--- src/hdl/pvcr_pkg.sv ---
// ----------------------------------------------------------------------------
// pvcr_pkg
// Shared widths, codes, control structs and small constant tables for the
// packed voxel channel reader.
// ----------------------------------------------------------------------------
package pvcr_pkg;

    localparam int PVCR_FRAME_BYTES = 4096;

    localparam int CFG_W       = 4;
    localparam int CFG_IDX_W   = 2;
    localparam int FUNC_W      = 3;
    localparam int BADDR_W     = 12;
    localparam int BYTE_W      = 8;
    localparam int CHAN_W      = 4;
    localparam int COORD_W     = 3;
    localparam int VALUE_W     = 8;
    localparam int STATUS_W    = 2;

    // voxel index of a 15-wide cube at coordinate 7: below 2^11
    localparam int VOX_W       = 11;
    // voxel * (count*size) + channel*size with an 8-bit stride
    localparam int POS_W       = 19;
    localparam int BIDX_W      = POS_W - 3;
    localparam int PROD_IN_W   = 2 * BYTE_W;
    localparam int RECIP_W     = 25;
    localparam int RECIP_SHIFT = 24;

    localparam logic [CFG_IDX_W-1:0] CFG_CUBE_SIDE     = 2'd0;
    localparam logic [CFG_IDX_W-1:0] CFG_CHANNEL_COUNT = 2'd1;
    localparam logic [CFG_IDX_W-1:0] CFG_CHANNEL_SIZE  = 2'd2;

    localparam logic [CFG_W-1:0] SIDE_RST  = 4'd8;
    localparam logic [CFG_W-1:0] COUNT_RST = 4'd1;
    localparam logic [CFG_W-1:0] SIZE_RST  = 4'd1;

    localparam logic [FUNC_W-1:0] FN_LOAD       = 3'd0;
    localparam logic [FUNC_W-1:0] FN_CHAN_LEVEL = 3'd1;
    localparam logic [FUNC_W-1:0] FN_CHAN_BIT   = 3'd2;
    localparam logic [FUNC_W-1:0] FN_VOX_LEVEL  = 3'd3;
    localparam logic [FUNC_W-1:0] FN_VOX_BIT    = 3'd4;

    localparam logic [STATUS_W-1:0] ST_OK      = 2'd0;
    localparam logic [STATUS_W-1:0] ST_REJECT  = 2'd1;
    localparam logic [STATUS_W-1:0] ST_OUTSIDE = 2'd2;

    typedef struct packed {
        logic capture;
        logic check;
        logic pos;
        logic rd0;
        logic rd1;
        logic rd2;
        logic sc1;
        logic sc2;
        logic out_load;
    } pvcr_cmd_t;

    typedef struct packed {
        logic done_early;
        logic bad0;
        logic is_bit;
        logic straddle;
        logic bad1;
    } pvcr_sts_t;

    function automatic logic [BYTE_W-1:0] field_mask(input logic [CFG_W-1:0] size);
        logic [BYTE_W:0] m;
        m = ({{BYTE_W{1'b0}}, 1'b1} << size) - {{BYTE_W{1'b0}}, 1'b1};
        return m[BYTE_W-1:0];
    endfunction

    // floor(2^24 / (2^size - 1))
    function automatic logic [RECIP_W-1:0] recip(input logic [CFG_W-1:0] size);
        logic [RECIP_W-1:0] r;
        case (size)
            4'd1:    r = 25'd16777216;
            4'd2:    r = 25'd5592405;
            4'd3:    r = 25'd2396745;
            4'd4:    r = 25'd1118481;
            4'd5:    r = 25'd541200;
            4'd6:    r = 25'd266305;
            4'd7:    r = 25'd132104;
            4'd8:    r = 25'd65793;
            default: r = '0;
        endcase
        return r;
    endfunction

endpackage

--- src/hdl/pvcr_ctrl.sv ---
// ----------------------------------------------------------------------------
// pvcr_ctrl
// Sequencer for one request at a time: check, position, byte reads,
// scaling, then hand-off into the output register.
// ----------------------------------------------------------------------------
module pvcr_ctrl
    import pvcr_pkg::*;
(
    input  logic       clk,
    input  logic       rst_n,
    input  logic       in_valid,
    output logic       in_ready,
    output logic       out_valid,
    input  logic       out_ready,
    input  pvcr_sts_t  sts,
    output pvcr_cmd_t  cmd
);

    localparam logic [3:0] S_IDLE  = 4'd0;
    localparam logic [3:0] S_CHECK = 4'd1;
    localparam logic [3:0] S_POS   = 4'd2;
    localparam logic [3:0] S_RD0   = 4'd3;
    localparam logic [3:0] S_RD1   = 4'd4;
    localparam logic [3:0] S_RD2   = 4'd5;
    localparam logic [3:0] S_SC1   = 4'd6;
    localparam logic [3:0] S_SC2   = 4'd7;
    localparam logic [3:0] S_DONE  = 4'd8;

    logic [3:0] state_reg, state_next;
    logic       out_valid_reg, out_valid_next;
    logic       slot_free, in_fire;

    assign in_ready  = (state_reg == S_IDLE);
    assign in_fire   = in_valid && in_ready;
    assign slot_free = !out_valid_reg || out_ready;
    assign out_valid = out_valid_reg;

    always_comb
    begin
        cmd          = '0;
        state_next   = state_reg;
        cmd.capture  = in_fire;
        case (state_reg)
            S_IDLE:
            begin
                if (in_valid)
                    state_next = S_CHECK;
            end
            S_CHECK:
            begin
                cmd.check  = 1'b1;
                state_next = sts.done_early ? S_DONE : S_POS;
            end
            S_POS:
            begin
                cmd.pos    = 1'b1;
                state_next = S_RD0;
            end
            S_RD0:
            begin
                cmd.rd0    = 1'b1;
                state_next = sts.bad0 ? S_DONE : S_RD1;
            end
            S_RD1:
            begin
                cmd.rd1 = 1'b1;
                if (sts.is_bit)
                    state_next = S_DONE;
                else if (!sts.straddle)
                    state_next = S_SC1;
                else if (sts.bad1)
                    state_next = S_DONE;
                else
                    state_next = S_RD2;
            end
            S_RD2:
            begin
                cmd.rd2    = 1'b1;
                state_next = S_SC1;
            end
            S_SC1:
            begin
                cmd.sc1    = 1'b1;
                state_next = S_SC2;
            end
            S_SC2:
            begin
                cmd.sc2    = 1'b1;
                state_next = S_DONE;
            end
            S_DONE:
            begin
                // hold until the output register is free
                if (slot_free)
                begin
                    cmd.out_load = 1'b1;
                    state_next   = S_IDLE;
                end
            end
            default:
            begin
                state_next = S_IDLE;
            end
        endcase
    end

    always_comb
    begin
        if (cmd.out_load)
            out_valid_next = 1'b1;
        else if (out_ready)
            out_valid_next = 1'b0;
        else
            out_valid_next = out_valid_reg;
    end

    always_ff @(posedge clk or negedge rst_n)
    begin
        if (!rst_n)
        begin
            state_reg     <= S_IDLE;
            out_valid_reg <= 1'b0;
        end
        else
        begin
            state_reg     <= state_next;
            out_valid_reg <= out_valid_next;
        end
    end

    a_no_overwrite: assert property (@(posedge clk) disable iff (!rst_n)
        cmd.out_load |-> (!out_valid_reg || out_ready))
        else $error("output register overwritten before transfer");

    a_accept_to_check: assert property (@(posedge clk) disable iff (!rst_n)
        in_fire |=> (state_reg == S_CHECK && !in_ready))
        else $error("accepted request did not start");

    a_load_shows: assert property (@(posedge clk) disable iff (!rst_n)
        cmd.out_load |=> out_valid_reg)
        else $error("result not presented after load");

endmodule

--- config.mk ---
export PLATFORM = sky130hd
export DESIGN_NAME = pvcr_ctrl
export DESIGN_NICKNAME = d
export VERILOG_FILES = /design/src/hdl/pvcr_pkg.sv /design/src/hdl/pvcr_ctrl.sv
export SDC_FILE = /design/constraint.sdc
export NUM_CORES = 1
export LEC_CHECK = 0
export BUFFER_PORTS_ARGS = -buffer_cell sky130_fd_sc_hd__buf_2
export CAP_MARGIN = 20
export CORE_AREA = 5 5 42 44
export DETAILED_ROUTE_END_ITERATION = 7
export DIE_AREA = 0 0 47 49
export GPL_ROUTABILITY_DRIVEN = 0
export HOLD_SLACK_MARGIN = 0.08
export MAX_ROUTING_LAYER = met4
export PLACE_DENSITY = 0.56
export SLEW_MARGIN = 20
export SYNTH_ARGS = -nofsm -noshare
export SYNTH_HDL_FRONTEND = slang
export SYNTH_SLANG_ARGS = --single-unit
--- constraint.sdc ---
create_clock -name clk -period 2.4 [get_ports clk]
set_input_delay 0.12 -clock clk [delete_from_list [all_inputs] [get_ports clk]]
set_output_delay 0.12 -clock clk [all_outputs]
set_load 0.02 [all_outputs]
==> results.json <==
{
  "finalMaxSlewViolations": 0,
  "grt_usage_pct": 10.2,
  "clk_path_buf_depth": 2,
  "antenna_left": 0,
  "largest_register_ff_count": 4,
  "path_buf_inv": 0,
  "layout_commonest_cell": "buf_2",
  "timing.final.crit_period_ns": 1.69,
  "yosys_warnings": 0,
  "clock_skew_ns": 0.00130,
  "stdcell_count": 81,
  "fin_nets": 75,
  "numCtsBuffers": 3,
  "synthDistinctLibCells": 26,
  "syn_nets": 56,
  "cp_cell_sequence": "or4b_4, o32a_1, nor3_1",
  "first_pass_iters": 2,
  "cts.clk_slew.worst_paths_ns": 0.05,
  "fp-row-count": 14,
  "syn_area_um2": 394,
  "grt_pass1_vias": 368,
  "synth_cells": 47,
  "cts_max_level": 1,
  "critical_path_class": "reg -> reg",
  "port_buffers": 19,
  "n_fill_cell": 176,
  "grt_antenna_before_repair": 0,
  "end_kind": "flop",
  "ir_worst_vdd_mv": 0.364,
  "max_freq_mhz": 592,
  "dp_cells": 76,
  "drc_errors": 0,
  "placed_area_um2": 472,
  "power.leakage_nw": 0.255,
  "io_pins": 20,
  "drtIter0Drc": 3,
  "cp_data_arrival_time_ns": 1.85,
  "tightest_slew_ns": 0.407,
  "worstPathMaxFanout": 11,
  "timing.hold.ws_ns": 0.106,
  "die_h_um": 49,
  "ys_ff_latch": 5,
  "via_count": 389,
  "crit_family": "simple AND/OR/NAND/NOR gates",
  "post_cts_buffers": 0,
  "design_area_um2": 508,
  "area_growth_pct": 28.9,
  "final_cell_mix": "buf_2, dfrtp_1, nor2_1, nor3_1, nor2b_1",
  "drive_gt1_share_pct": 38.5,
  "hold_buffers": 1,
  "grt-ovfl-total": 0,
  "post_drt_wl_per_cell_um": 12.3,
  "p_total_w": 0.000586,
  "avgSynthCellArea_um2": 8.39,
  "post_cts_resized": 0,
  "cp_slowest_stage_delay_ns": 0.61,
  "startpoint_type": "flop",
  "multi_input_area_um2": 228,
  "hold_class": "in -> reg",
  "setup-violations-final": 0,
  "worstSkewPairLatency_ns": 0.24,
  "antenna_cells": 0,
  "synth_seq_area_share_pct": 31.7,
  "wirelength_um": 995,
  "worstPathRequired_ns": 2.56,
  "tritoncts": "built",
  "status": "complete, no violations",
  "min_period_over_period_pct": 70.4,
  "cts_root_buf": "clkbuf_4",
  "cts.sinks": 5,
  "hold_viol_final": 0,
  "rsz0062_at_grt": "no",
  "cp_slowest_cell": "or4b_4",
  "start_util_pct": 28.1,
  "grt_pass1_wl_um": 1630,
  "cap_violations": 0,
  "max_slew_margin_pct": 72.5,
  "grt_max_degree": 14,
  "register_area_um2": 125,
  "pwr_density_cell_nw_per_um2": 1150,
  "dp_hpwl_um": 769,
  "die_area_um2": 2300,
  "fin_tns_setup_ns": 0,
  "viasPerCell": 4.80,
  "die_w_um": 47,
  "coreArea_um2": 1400
}
[final cells by class]
| class | count | share of cell area, % |
|---|---|---|
| repair buffers | 20 | 20.7 |
| well taps | 16 | 3.94 |
| flip-flops and latches | 5 | 24.6 |
| multi-input cells | 35 | 44.8 |
| clock buffers | 4 | 5.17 |
| inverters | 1 | 0.739 |
[synthesized netlist by cell type]
cell	instances	share of area [%]
or2b_1	1	1.9
or2_2	1	1.6
nand2b_1	3	4.8
nor3b_1	1	1.9
o32ai_1	1	2.2
o32a_1	1	2.5
nor2b_1	4	6.3
nor4b_1	1	2.2
dfrtp_1	5	32
nor4_1	2	3.2
o21ai_0	2	2.5
nand2_1	1	0.95
and2b_1	1	1.9
or4b_4	1	3.5
o21a_1	1	1.9
nor3_1	4	5.1
buf_6	1	2.9
mux2_2	1	2.9
buf_4	2	3.8
nor2_1	4	3.8
inv_1	1	0.95
a21oi_1	2	2.5
and2_1	1	1.6
a32oi_1	1	2.2
o221ai_1	1	2.2
clkbuf_1	3	2.9
[metrics by stage]
stage | setup WS [ns] | util [%]
2_1_floorplan | 0.577 | -
3_3_place_gp | 0.778 | 33.7
3_5_place_dp | 0.742 | 33.7
4_1_cts | 0.707 | 36.3
5_1_grt | 0.527 | 36.3
6_report | 0.710 | 36.3
[final timing paths]
check	from	to	slack, ns	cells past startpoint
setup / recovery	state_reg[3]	state_reg[0]	0.71	3
hold / removal	sts[1]	state_reg[1]	0.11	2
setup reg to reg	state_reg[3]	state_reg[0]	0.71	3
hold reg to reg	state_reg[3]	state_reg[2]	0.66	1
max in group asynchronous	rst_n	state_reg[1]	2.05	2
min in group asynchronous	rst_n	state_reg[0]	0.22	2
[per-layer routing]
layer	up-vias	global-route usage (%)	wire, um
met5	-	-	0
met4	0	8.29	14
met3	2	3.69	73
met2	12	13.6	457
met1	171	11.6	450
li1	204	-	-
[cell families after synthesis]
group           share of synthesized area [%]
simple gates                             38.7
compound gates                           16.2
buf+inv                                  10.5
flops                                    31.7
mux                                      2.86
[power by group]
group / internal, W / switching, W / leakage [nW]
clock network: 0.0000631 / 0.0000376 / 0.0150
registers: 0.000115 / 0.0000758 / 0.0656
logic: 0.000134 / 0.000161 / 0.174
total: 0.000311 / 0.000275 / 0.255
[worst reg2reg max path, stage by stage (launching register included)]
cell and delay (ns):
dfrtp_1 0.49, or4b_4 0.61, o32a_1 0.34, nor3_1 0.17
Note: power is estimated with default switching activity, not from simulation.
